### src/rtl/fba_pkg.sv
`timescale 1ns / 1ps
// ----------------------------------------------------------------------------
// File table allocator package
// Shared types, status codes and sizing constants for the file table block
// allocator and its submodules.
// ----------------------------------------------------------------------------
package fba_pkg;

  localparam int DEF_NUM_BLOCKS  = 256;
  localparam int DEF_NUM_ENTRIES = 64;

  localparam int KIND_W   = 2;
  localparam int ID_W     = 31;
  localparam int STATUS_W = 3;
  localparam int SLOT_W   = 6;
  localparam int BLOCK_W  = 8;

  // Entries in each of the two request queues.
  localparam int QUEUE_DEPTH = 2;

  // Registered stages in a lowest-index finder.
  localparam int FIND_LAT = 3;

  // Bit group that one finder step resolves.
  localparam int GROUP_W = 32;

  // Blocks 0 and 1 are reserved and always marked in use after a format.
  localparam logic [1:0] RESERVED_BLOCKS = 2'b11;

  typedef enum logic [KIND_W-1:0] {
    OP_CREATE = 2'd0,
    OP_DELETE = 2'd1,
    OP_LOOKUP = 2'd2,
    OP_FORMAT = 2'd3
  } op_t;

  typedef enum logic [STATUS_W-1:0] {
    STAT_OK        = 3'd0,
    STAT_NOT_FOUND = 3'd1,
    STAT_EXISTS    = 3'd2,
    STAT_NO_BLOCK  = 3'd3,
    STAT_NO_ENTRY  = 3'd4
  } status_t;

  typedef enum logic [1:0] {
    S_IDLE,
    S_SRCH,
    S_READ,
    S_EXEC
  } eng_state_t;

  typedef struct packed {
    op_t             op;
    logic            search;
    logic [ID_W-1:0] id;
  } cmd_t;

  typedef struct packed {
    status_t            status;
    logic [SLOT_W-1:0]  slot;
    logic [BLOCK_W-1:0] blk;
  } res_t;

endpackage

### src/rtl/fba_ram.sv
`timescale 1ns / 1ps
// ----------------------------------------------------------------------------
// Generic RAM
// One write port and one read port with registered read data.
// ----------------------------------------------------------------------------
module fba_ram #(
  parameter int WIDTH = 8,
  parameter int DEPTH = 64,
  localparam int AW = (DEPTH > 1) ? $clog2(DEPTH) : 1
) (
  input  logic             clk,
  input  logic             we,
  input  logic [AW-1:0]    waddr,
  input  logic [WIDTH-1:0] wdata,
  input  logic [AW-1:0]    raddr,
  output logic [WIDTH-1:0] rdata
);

  logic [WIDTH-1:0] mem [DEPTH];

  always_ff @(posedge clk) begin
    if (we) begin
      mem[waddr] <= wdata;
    end
    rdata <= mem[raddr];
  end

endmodule

### src/rtl/fba_fifo.sv
`timescale 1ns / 1ps
// ----------------------------------------------------------------------------
// Small request queue
// Two-entry flop queue with push/full and pop/empty handshakes.
// ----------------------------------------------------------------------------
module fba_fifo #(
  parameter int WIDTH = 8
) (
  input  logic             clk,
  input  logic             rst,
  input  logic             push,
  input  logic [WIDTH-1:0] din,
  output logic             full,
  input  logic             pop,
  output logic [WIDTH-1:0] dout,
  output logic             empty
);

  localparam int DEPTH = fba_pkg::QUEUE_DEPTH;
  localparam int PW    = (DEPTH > 1) ? $clog2(DEPTH) : 1;
  localparam int CW    = $clog2(DEPTH + 1);

  logic [WIDTH-1:0] mem [DEPTH];
  logic [PW-1:0]    wr_ptr;
  logic [PW-1:0]    rd_ptr;
  logic [CW-1:0]    count;
  logic             push_ok;
  logic             pop_ok;

  assign full    = (count == CW'(DEPTH));
  assign empty   = (count == '0);
  assign push_ok = push && !full;
  assign pop_ok  = pop && !empty;
  assign dout    = mem[rd_ptr];

  always_ff @(posedge clk) begin
    if (rst) begin
      wr_ptr <= '0;
      rd_ptr <= '0;
      count  <= '0;
    end else begin
      if (push_ok) begin
        wr_ptr <= (wr_ptr == PW'(DEPTH - 1)) ? '0 : wr_ptr + 1'b1;
      end
      if (pop_ok) begin
        rd_ptr <= (rd_ptr == PW'(DEPTH - 1)) ? '0 : rd_ptr + 1'b1;
      end
      if (push_ok && !pop_ok) begin
        count <= count + 1'b1;
      end else if (pop_ok && !push_ok) begin
        count <= count - 1'b1;
      end
    end
  end

  always_ff @(posedge clk) begin
    if (push_ok) begin
      mem[wr_ptr] <= din;
    end
  end

endmodule

### src/rtl/fba_front.sv
`timescale 1ns / 1ps
// ----------------------------------------------------------------------------
// Allocator front end
// Takes requests, decodes the operation and marks whether the request needs
// the table searches, then queues it for the execution engine.
// ----------------------------------------------------------------------------
module fba_front (
  input  logic                          clk,
  input  logic                          rst,
  input  logic                          push,
  output logic                          full,
  input  logic [fba_pkg::KIND_W-1:0]    kind,
  input  logic [fba_pkg::ID_W-1:0]      file_id,
  input  logic                          cmd_pop,
  output logic                          cmd_valid,
  output fba_pkg::cmd_t                 cmd
);

  fba_pkg::cmd_t                   cmd_in;
  logic [$bits(fba_pkg::cmd_t)-1:0] cmd_raw;
  logic                            cmd_empty;

  // The kind field encodes the operation directly. A format touches only the
  // maps and so skips the search phase.
  always_comb begin
    cmd_in.op     = fba_pkg::op_t'(kind);
    cmd_in.search = (cmd_in.op != fba_pkg::OP_FORMAT);
    cmd_in.id     = file_id;
  end

  fba_fifo #(
    .WIDTH ($bits(fba_pkg::cmd_t))
  ) u_cmd_q (
    .clk   (clk),
    .rst   (rst),
    .push  (push),
    .din   (cmd_in),
    .full  (full),
    .pop   (cmd_pop),
    .dout  (cmd_raw),
    .empty (cmd_empty)
  );

  assign cmd       = fba_pkg::cmd_t'(cmd_raw);
  assign cmd_valid = !cmd_empty;

endmodule

### src/rtl/fba_find.sv
`timescale 1ns / 1ps
// ----------------------------------------------------------------------------
// Lowest-index finder
// Three-stage registered priority encoder: group summary, group select, then
// bit select inside the chosen group.
// ----------------------------------------------------------------------------
module fba_find #(
  parameter int N = 64,
  localparam int IW = (N > 1) ? $clog2(N) : 1
) (
  input  logic          clk,
  input  logic [N-1:0]  vec,
  output logic          found,
  output logic [IW-1:0] idx
);

  localparam int GW  = fba_pkg::GROUP_W;
  localparam int NG  = (N + GW - 1) / GW;
  localparam int PW  = NG * GW;
  localparam int GSW = (NG > 1) ? $clog2(NG) : 1;
  localparam int BPW = $clog2(GW);

  logic [PW-1:0]  vec_q;
  logic [NG-1:0]  grp_q;
  logic [GSW-1:0] gsel_c;
  logic           gfound_c;
  logic [GSW-1:0] gsel_q;
  logic           gfound_q;
  logic [GW-1:0]  word_c;
  logic [BPW-1:0] pos_c;

  // Stage 1: capture the vector and flag the groups that hold a set bit.
  always_ff @(posedge clk) begin
    vec_q <= PW'(vec);
    for (int g = 0; g < NG; g++) begin
      grp_q[g] <= |PW'(vec) >> 0 == 1'b0 ? 1'b0 : |(PW'(vec) >> (g * GW) & PW'({GW{1'b1}}));
    end
  end

  // Stage 2: lowest group with a set bit.
  always_comb begin
    gsel_c   = '0;
    gfound_c = 1'b0;
    for (int g = NG - 1; g >= 0; g--) begin
      if (grp_q[g]) begin
        gsel_c   = GSW'(g);
        gfound_c = 1'b1;
      end
    end
  end

  always_ff @(posedge clk) begin
    gsel_q   <= gsel_c;
    gfound_q <= gfound_c;
  end

  // Stage 3: lowest set bit inside the chosen group.
  always_comb begin
    word_c = vec_q[gsel_q * GW +: GW];
    pos_c  = '0;
    for (int b = GW - 1; b >= 0; b--) begin
      if (word_c[b]) begin
        pos_c = BPW'(b);
      end
    end
  end

  always_ff @(posedge clk) begin
    found <= gfound_q;
    idx   <= IW'({gsel_q, pos_c});
  end

endmodule

### src/rtl/fba_engine.sv
`timescale 1ns / 1ps
// ----------------------------------------------------------------------------
// Allocator execution engine
// Holds the block map, the entry table and its block RAM, runs the three
// lowest-index searches and applies each request.
// ----------------------------------------------------------------------------
module fba_engine #(
  parameter int NUM_BLOCKS  = fba_pkg::DEF_NUM_BLOCKS,
  parameter int NUM_ENTRIES = fba_pkg::DEF_NUM_ENTRIES
) (
  input  logic          clk,
  input  logic          rst,
  input  logic          cmd_valid,
  input  fba_pkg::cmd_t cmd,
  output logic          cmd_pop,
  input  logic          res_full,
  output logic          res_push,
  output fba_pkg::res_t res
);

  localparam int EW = (NUM_ENTRIES > 1) ? $clog2(NUM_ENTRIES) : 1;
  localparam int BW = (NUM_BLOCKS > 1) ? $clog2(NUM_BLOCKS) : 1;
  localparam logic [NUM_BLOCKS-1:0] BLK_RESET = NUM_BLOCKS'(fba_pkg::RESERVED_BLOCKS);

  fba_pkg::eng_state_t state;
  fba_pkg::eng_state_t state_next;
  logic [1:0]          cnt;
  fba_pkg::cmd_t       cmd_q;

  logic [NUM_BLOCKS-1:0]     block_in_use;
  logic [NUM_ENTRIES-1:0]    entry_valid;
  logic [fba_pkg::ID_W-1:0]  entry_id [NUM_ENTRIES];
  logic [NUM_ENTRIES-1:0]    match_vec;

  logic          id_found;
  logic [EW-1:0] id_idx;
  logic          blk_found;
  logic [BW-1:0] blk_idx;
  logic          ent_found;
  logic [EW-1:0] ent_idx;
  logic [BW-1:0] ram_rdata;

  logic create_go;
  logic delete_go;
  logic format_go;

  // Match vector: one comparator per table entry.
  always_comb begin
    for (int i = 0; i < NUM_ENTRIES; i++) begin
      match_vec[i] = entry_valid[i] && (entry_id[i] == cmd_q.id);
    end
  end

  fba_find #(.N(NUM_ENTRIES)) u_find_id (
    .clk   (clk),
    .vec   (match_vec),
    .found (id_found),
    .idx   (id_idx)
  );

  fba_find #(.N(NUM_BLOCKS)) u_find_blk (
    .clk   (clk),
    .vec   (~block_in_use),
    .found (blk_found),
    .idx   (blk_idx)
  );

  fba_find #(.N(NUM_ENTRIES)) u_find_ent (
    .clk   (clk),
    .vec   (~entry_valid),
    .found (ent_found),
    .idx   (ent_idx)
  );

  // Block number of each entry; read at the matched slot.
  fba_ram #(
    .WIDTH (BW),
    .DEPTH (NUM_ENTRIES)
  ) u_blk_ram (
    .clk   (clk),
    .we    (create_go),
    .waddr (ent_idx),
    .wdata (blk_idx),
    .raddr (id_idx),
    .rdata (ram_rdata)
  );

  // Next state.
  always_comb begin
    state_next = state;
    unique case (state)
      fba_pkg::S_IDLE: begin
        if (cmd_valid) begin
          state_next = cmd.search ? fba_pkg::S_SRCH : fba_pkg::S_EXEC;
        end
      end
      fba_pkg::S_SRCH: begin
        if (cnt == 2'(fba_pkg::FIND_LAT - 1)) begin
          state_next = fba_pkg::S_READ;
        end
      end
      fba_pkg::S_READ: begin
        state_next = fba_pkg::S_EXEC;
      end
      fba_pkg::S_EXEC: begin
        if (!res_full) begin
          state_next = fba_pkg::S_IDLE;
        end
      end
      default: begin
        state_next = fba_pkg::S_IDLE;
      end
    endcase
  end

  // Outputs and update strobes.
  always_comb begin
    cmd_pop   = 1'b0;
    res_push  = 1'b0;
    create_go = 1'b0;
    delete_go = 1'b0;
    format_go = 1'b0;
    res       = '0;
    unique case (state)
      fba_pkg::S_IDLE: begin
        cmd_pop = cmd_valid;
      end
      fba_pkg::S_EXEC: begin
        if (!res_full) begin
          res_push = 1'b1;
          case (cmd_q.op)
            fba_pkg::OP_CREATE: begin
              if (id_found) begin
                res.status = fba_pkg::STAT_EXISTS;
              end else if (!blk_found) begin
                res.status = fba_pkg::STAT_NO_BLOCK;
              end else if (!ent_found) begin
                res.status = fba_pkg::STAT_NO_ENTRY;
              end else begin
                create_go = 1'b1;
                res.slot  = fba_pkg::SLOT_W'(ent_idx);
                res.blk   = fba_pkg::BLOCK_W'(blk_idx);
              end
            end
            fba_pkg::OP_DELETE, fba_pkg::OP_LOOKUP: begin
              if (!id_found) begin
                res.status = fba_pkg::STAT_NOT_FOUND;
              end else begin
                delete_go = (cmd_q.op == fba_pkg::OP_DELETE);
                res.slot  = fba_pkg::SLOT_W'(id_idx);
                res.blk   = fba_pkg::BLOCK_W'(ram_rdata);
              end
            end
            default: begin
              format_go = 1'b1;
            end
          endcase
        end
      end
      default: begin
      end
    endcase
  end

  always_ff @(posedge clk) begin
    if (rst) begin
      state <= fba_pkg::S_IDLE;
      cnt   <= '0;
    end else begin
      state <= state_next;
      cnt   <= (state == fba_pkg::S_SRCH) ? cnt + 1'b1 : '0;
    end
  end

  always_ff @(posedge clk) begin
    if (cmd_pop) begin
      cmd_q <= cmd;
    end
  end

  always_ff @(posedge clk) begin
    if (rst || format_go) begin
      block_in_use <= BLK_RESET;
      entry_valid  <= '0;
    end else begin
      if (create_go) begin
        block_in_use[blk_idx] <= 1'b1;
        entry_valid[ent_idx]  <= 1'b1;
      end
      if (delete_go) begin
        block_in_use[ram_rdata] <= 1'b0;
        entry_valid[id_idx]     <= 1'b0;
      end
    end
  end

  // Id cells are only compared while their entry is valid.
  always_ff @(posedge clk) begin
    if (create_go) begin
      entry_id[ent_idx] <= cmd_q.id;
    end
  end

endmodule

### src/rtl/file_table_block_allocator.sv
`timescale 1ns / 1ps
// ----------------------------------------------------------------------------
// File table block allocator
// Keeps a free-block map and a table of file entries and serves create,
// delete, lookup and format requests, one result per request.
// ----------------------------------------------------------------------------
//
//   Channel   Handshake          Payload
//   -------   ----------------   -------------------------------------
//   request   push / full        kind, file_id
//   result    pop / empty        status, entry_slot, data_block
//
// A create, delete or lookup passes through the engine in order: it takes the
// request from the command queue, goes through the registered lowest-index
// finders, reads the block RAM at the matched slot, then updates the maps and
// posts the result. A format skips the finders and the RAM read.
// Reset is synchronous; the block map and entry valid bits are flops and are
// restored in the reset cycle itself, so no clearing pass follows.
// A full result queue holds the engine in its final step; the command queue
// still takes up to two more requests before full rises.
//
module file_table_block_allocator #(
  parameter int NUM_BLOCKS  = fba_pkg::DEF_NUM_BLOCKS,
  parameter int NUM_ENTRIES = fba_pkg::DEF_NUM_ENTRIES
) (
  input  logic                           clk,
  input  logic                           rst,
  input  logic                           push,
  output logic                           full,
  input  logic [fba_pkg::KIND_W-1:0]     kind,
  input  logic [fba_pkg::ID_W-1:0]       file_id,
  output logic                           empty,
  input  logic                           pop,
  output logic [fba_pkg::STATUS_W-1:0]   status,
  output logic [fba_pkg::SLOT_W-1:0]     entry_slot,
  output logic [fba_pkg::BLOCK_W-1:0]    data_block
);

  // Requests in flight: both queues plus the one held by the engine.
  localparam int MAX_PENDING = 2 * fba_pkg::QUEUE_DEPTH + 1;
  localparam int PDW         = $clog2(MAX_PENDING + 1);

  logic                             cmd_valid;
  logic                             cmd_pop;
  fba_pkg::cmd_t                    cmd;
  logic                             res_full;
  logic                             res_push;
  fba_pkg::res_t                    res_in;
  fba_pkg::res_t                    res_out;
  logic [$bits(fba_pkg::res_t)-1:0] res_raw;
  logic [PDW-1:0]                   pending;

  // Front end: decode and queue incoming requests.
  fba_front u_front (
    .clk       (clk),
    .rst       (rst),
    .push      (push),
    .full      (full),
    .kind      (kind),
    .file_id   (file_id),
    .cmd_pop   (cmd_pop),
    .cmd_valid (cmd_valid),
    .cmd       (cmd)
  );

  // Back end: searches the maps and applies each request in order.
  fba_engine #(
    .NUM_BLOCKS  (NUM_BLOCKS),
    .NUM_ENTRIES (NUM_ENTRIES)
  ) u_engine (
    .clk       (clk),
    .rst       (rst),
    .cmd_valid (cmd_valid),
    .cmd       (cmd),
    .cmd_pop   (cmd_pop),
    .res_full  (res_full),
    .res_push  (res_push),
    .res       (res_in)
  );

  // Result queue decouples the engine from the consumer.
  fba_fifo #(
    .WIDTH ($bits(fba_pkg::res_t))
  ) u_res_q (
    .clk   (clk),
    .rst   (rst),
    .push  (res_push),
    .din   (res_in),
    .full  (res_full),
    .pop   (pop),
    .dout  (res_raw),
    .empty (empty)
  );

  assign res_out    = fba_pkg::res_t'(res_raw);
  assign status     = res_out.status;
  assign entry_slot = res_out.slot;
  assign data_block = res_out.blk;

  // Count of requests taken whose results have not yet been popped.
  always_ff @(posedge clk) begin
    if (rst) begin
      pending <= '0;
    end else begin
      case ({push && !full, pop && !empty})
        2'b10:   pending <= pending + 1'b1;
        2'b01:   pending <= pending - 1'b1;
        default: pending <= pending;
      endcase
    end
  end

  // A result is only visible when some request is still owed one.
  a_no_spurious_result: assert property (@(posedge clk) disable iff (rst)
    !empty |-> (pending != '0))
    else $error("result shown with no request outstanding");

  // The queues and the engine never hold more requests than they have room for.
  a_pending_bound: assert property (@(posedge clk) disable iff (rst)
    pending <= PDW'(MAX_PENDING))
    else $error("more requests in flight than storage allows");

  // Reset leaves both channels quiet and open.
  a_reset_state: assert property (@(posedge clk)
    rst |=> (empty && !full))
    else $error("queues not cleared by reset");

endmodule
### config.mk
export PLATFORM = sky130hd
export DESIGN_NAME = file_table_block_allocator
export DESIGN_NICKNAME = d
export VERILOG_FILES = /design/src/rtl/fba_pkg.sv /design/src/rtl/fba_ram.sv /design/src/rtl/fba_fifo.sv /design/src/rtl/fba_front.sv /design/src/rtl/fba_find.sv /design/src/rtl/fba_engine.sv /design/src/rtl/file_table_block_allocator.sv
export SDC_FILE = /design/constraint.sdc
export NUM_CORES = 2
export LEC_CHECK = 0
export ABC_AREA = 1
export BUFFER_PORTS_ARGS = -buffer_cell sky130_fd_sc_hd__buf_2
export CAP_MARGIN = 10
export CORE_MARGIN = 5
export CORE_UTILIZATION = 35
export CTS_CLUSTER_SIZE = 12
export DETAILED_ROUTE_END_ITERATION = 8
export SLEW_MARGIN = 20
export SYNTH_ARGS = -nofsm -noshare
export SYNTH_HDL_FRONTEND = slang
export SYNTH_SLANG_ARGS = --single-unit
### constraint.sdc
create_clock -name clk -period 6.3 [get_ports clk]
set_input_delay 0.63 -clock clk [delete_from_list [all_inputs] [get_ports clk]]
set_output_delay 0.63 -clock clk [all_outputs]
set_load 0.05 [all_outputs]
==> impl_metrics.json <==
{
  "status": "complete, no violations",
  "worst_slew_pin_slew_ns": 1.21,
  "cts-root-buf": "clkbuf_16",
  "synth_area_um2": 133000,
  "die_w_um": 627,
  "ys.warnings.count": 0,
  "num_rows": 226,
  "via_per_inst": 5.86,
  "setup_viol": 0,
  "io_pins": 56,
  "antenna_found_initial": 44,
  "ant_nets": 0,
  "rsz0062_at_grt": "false",
  "hold_path_startpoint": "u_engine.u_find_id.gfound_q$_SDFF_PP1_",
  "clkLatencyLatePin_ns": 0.97,
  "hpwl_mm": 271,
  "crit_start": "u_engine.u_find_blk.gsel_q[0]$_SDFF_PP0_",
  "final_cell_mix": "2631 x edfxtp_1, 1179 x nand2_1, 820 x o21ai_0",
  "drc": 0,
  "grt_overflow": 0,
  "syn2layout_area_growth_pct": 14.4,
  "routedWlPerCell_um": 29.6,
  "cts_max_level": 5,
  "synth_ff_type": "edfxtp_1",
  "final_core_util": 0.402,
  "syn_area_per_cell_um2": 12.8,
  "cp-end-kind": "register",
  "vias": 93300,
  "power_density_nw_per_um2": 398,
  "numClockSinks": 3400,
  "async_flop_share": 0,
  "path_common_cell": "nand2_1",
  "wl_mm": 470,
  "die_h_um": 627,
  "cts_tree": "done",
  "synth.mux.area_fraction": 0.00609,
  "crit_required_ns": 7.12,
  "cp_slowest_stage_delay_ns": 1.00,
  "drtIter0Drc": 14300,
  "yosys.area.top_type": "edfxtp_1",
  "finalClockSkew_ns": 0.117,
  "critPathArrivalTime_ns": 5.29,
  "fin_setup_tns_ns": 0,
  "crit_fanout": 73,
  "critPathKind": "reg -> reg",
  "start_util": 0.352,
  "synth_top_family_by_area": "compound AO/OA/AOI/OAI gates",
  "syn_nets": 10500,
  "hold_path_class": "reg -> reg",
  "seq_area_frac_synth": 0.708,
  "port_buffers": 55,
  "dr.pass1.iters": 7,
  "ir_drop_mv": 0.624,
  "slew_headroom": 0.188,
  "place.gp.congestion": 0.935,
  "synth_seq_cells": 3400,
  "fin_crit_sh": 0.710,
  "grt_pass1_vias": 87900,
  "yosys.area_share.adder": 0.00103,
  "grt_max_degree": 191,
  "synth-simple-area-share": 0.0883,
  "cts_buffer_depth": 4,
  "timing.fmax_mhz": 223,
  "cts_buffers": 351,
  "synth_xor_area_frac": 0.0367,
  "hold_viol_final": 0,
  "rr_startpoint": "u_engine.u_find_blk.gsel_q[0]$_SDFF_PP0_",
  "slew_viol_final": 0,
  "nets": 10700,
  "synth_compound_area_frac": 0.123,
  "cp-start-kind": "register",
  "yosys-top-cells-area": "edfxtp_1 59%, dfxtp_1 12%, nand2_1 3.3%",
  "grt_pass1_wl_mm": 654,
  "track_usage": 0.230,
  "drive_gt1_frac": 0.0950,
  "synth_edf_count": 2631,
  "yosys.cell_types.count": 46,
  "cpMaxStageDelayCell": "clkinv_2",
  "die-area_um2": 393000,
  "synth_top_area_frac": 0.592,
  "leakage_nw": 49.7,
  "period_minus_slack_ns": 4.48,
  "max_cap_violations": 0,
  "layout_commonest_cell": "edfxtp_1",
  "netlist_instances": 10400,
  "core-area_um2": 379000,
  "clk_pin_slew_ns": 0.06,
  "cts_resized": 0
}
==> per-stage QoR <==
step | instances | hold WS [ns] | total power, mW | instance area, um^2 | setup slack (ns)
2_1_floorplan | 10400 | 0.310 | 33.4 | 133000 | 1.58
3_3_place_gp | 15200 | 0.348 | 40.8 | 141000 | 1.92
3_5_place_dp | 15200 | 0.332 | 40.9 | 141000 | 1.94
4_1_cts | 15900 | 0.259 | 60.5 | 153000 | 1.90
5_1_grt | 15900 | 0.317 | 62.1 | 153000 | 1.30
6_report | 15900 | 0.305 | 60.7 | 153000 | 1.82
==> per-layer routing <==
layer  part of all wire  vias up  global-route usage
met4              0.051       14               0.106
met5            0.00025        -                   0
li1                   -    39500                   -
met1               0.39    46600               0.309
met3               0.11     1157              0.0453
met2               0.45     6053               0.360
==> state kept, by name, indices dropped and copies added, names as in the netlist, 3 cells and up, named ones only <==
| name | flops |
|---|---|
| u_engine.block_in_use | 256 |
| u_engine.cmd_q | 33 |
| u_engine.entry_id | 1984 |
| u_engine.entry_valid | 64 |
| u_engine.u_blk_ram.mem | 512 |
| u_engine.u_blk_ram.rdata | 8 |
| u_engine.u_find_blk.grp_q | 8 |
| u_engine.u_find_blk.gsel_q | 3 |
| u_engine.u_find_blk.idx | 8 |
| u_engine.u_find_blk.vec_q | 256 |
| u_engine.u_find_ent.idx | 6 |
| u_engine.u_find_ent.vec_q | 64 |
| u_engine.u_find_id.idx | 6 |
| u_engine.u_find_id.vec_q | 64 |
| u_front.u_cmd_q.mem | 68 |
| u_res_q.mem | 34 |
==> what timing repair did <==
item                      4_1_cts  5_1_grt
hold endpoints to repair       73        0
hold buffers                   34        0
buffers inserted                0        0
==> kinds of logic (layout without fill, tap and decap cells) <==
kind of cell / count (synthesis) / count (layout)
flops: 3400 / 3400
simple gates: 2558 / 2558
compound gates: 2553 / 2553
buf+inv: 1276 / 1715
xor+xnor: 559 / 559
mux: 79 / 79
fa+ha+maj: 11 / 11
other cells: 0 / 15
==> area by class of cell <==
| class | count | area, um^2 |
|---|---|---|
| sequential | 3400 | 94400 |
| antenna | 15 | 37.5 |
| inverter | 690 | 2700 |
| fill | 35200 | 227000 |
| tap | 5016 | 6280 |
| multi-input combinational | 5760 | 34800 |
| clock inverter | 84 | 702 |
| timing repair buffer | 413 | 3660 |
| clock buffer | 528 | 10000 |
==> worst max-delay path: cells and delay by family, from the launching register on <==
family                 cells  cell delay, ns
AO/OA/AOI/OAI              3            0.35
AND/OR/NAND/NOR           24            1.36
multiplexers               1            0.18
buffers and inverters      2            1.57
flip-flops                 1            0.82
==> path summary, 6_finish.rpt <==
path	slack (ns)	cells after the start	to
worst min register to register	0.31	0	u_engine.u_find_id.found$_DFF_P_
worst max register to register	1.82	30	u_engine.u_find_blk.idx[0]$_SDFF_PP0_
worst max-delay path	1.82	30	u_engine.u_find_blk.idx[0]$_SDFF_PP0_
worst min-delay path	0.31	0	u_engine.u_find_id.found$_DFF_P_
==> synth_stat cells, types with 4 or more instances <==
library cell and count:
buf_1 94, or4_1 49, a221oi_1 114, inv_1 666, xnor2_1 159, and3_1 9, o22ai_1 420, buf_4 12
mux2_2 17, clkinv_1 13, nor3_1 73, dfxtp_1 769, nor4_1 454, clkbuf_1 385, a21boi_0 4, or2_2 7
o21ai_1 20, nand4_1 208, nor4b_1 23, a21oi_1 335, a2111oi_0 36, a211oi_1 298, nor2_1 487, mux2i_1 62
inv_2 11, edfxtp_1 2631, buf_6 5, xor2_1 400, ha_1 11, nand3_1 69, o2111ai_1 12, a22oi_1 93
o2111a_1 5, nand2_1 1179, o21ai_0 821, a31oi_1 25, a22o_1 357, buf_2 90
==> report_power, final <==
group | internal, mW | switching, mW
clock | 11.1 | 8.77
combinational | 3.16 | 11.6
sequential | 25.9 | 0.201
total | 40.2 | 20.6
No activity file was read; power rests on OpenSTA's default activity.
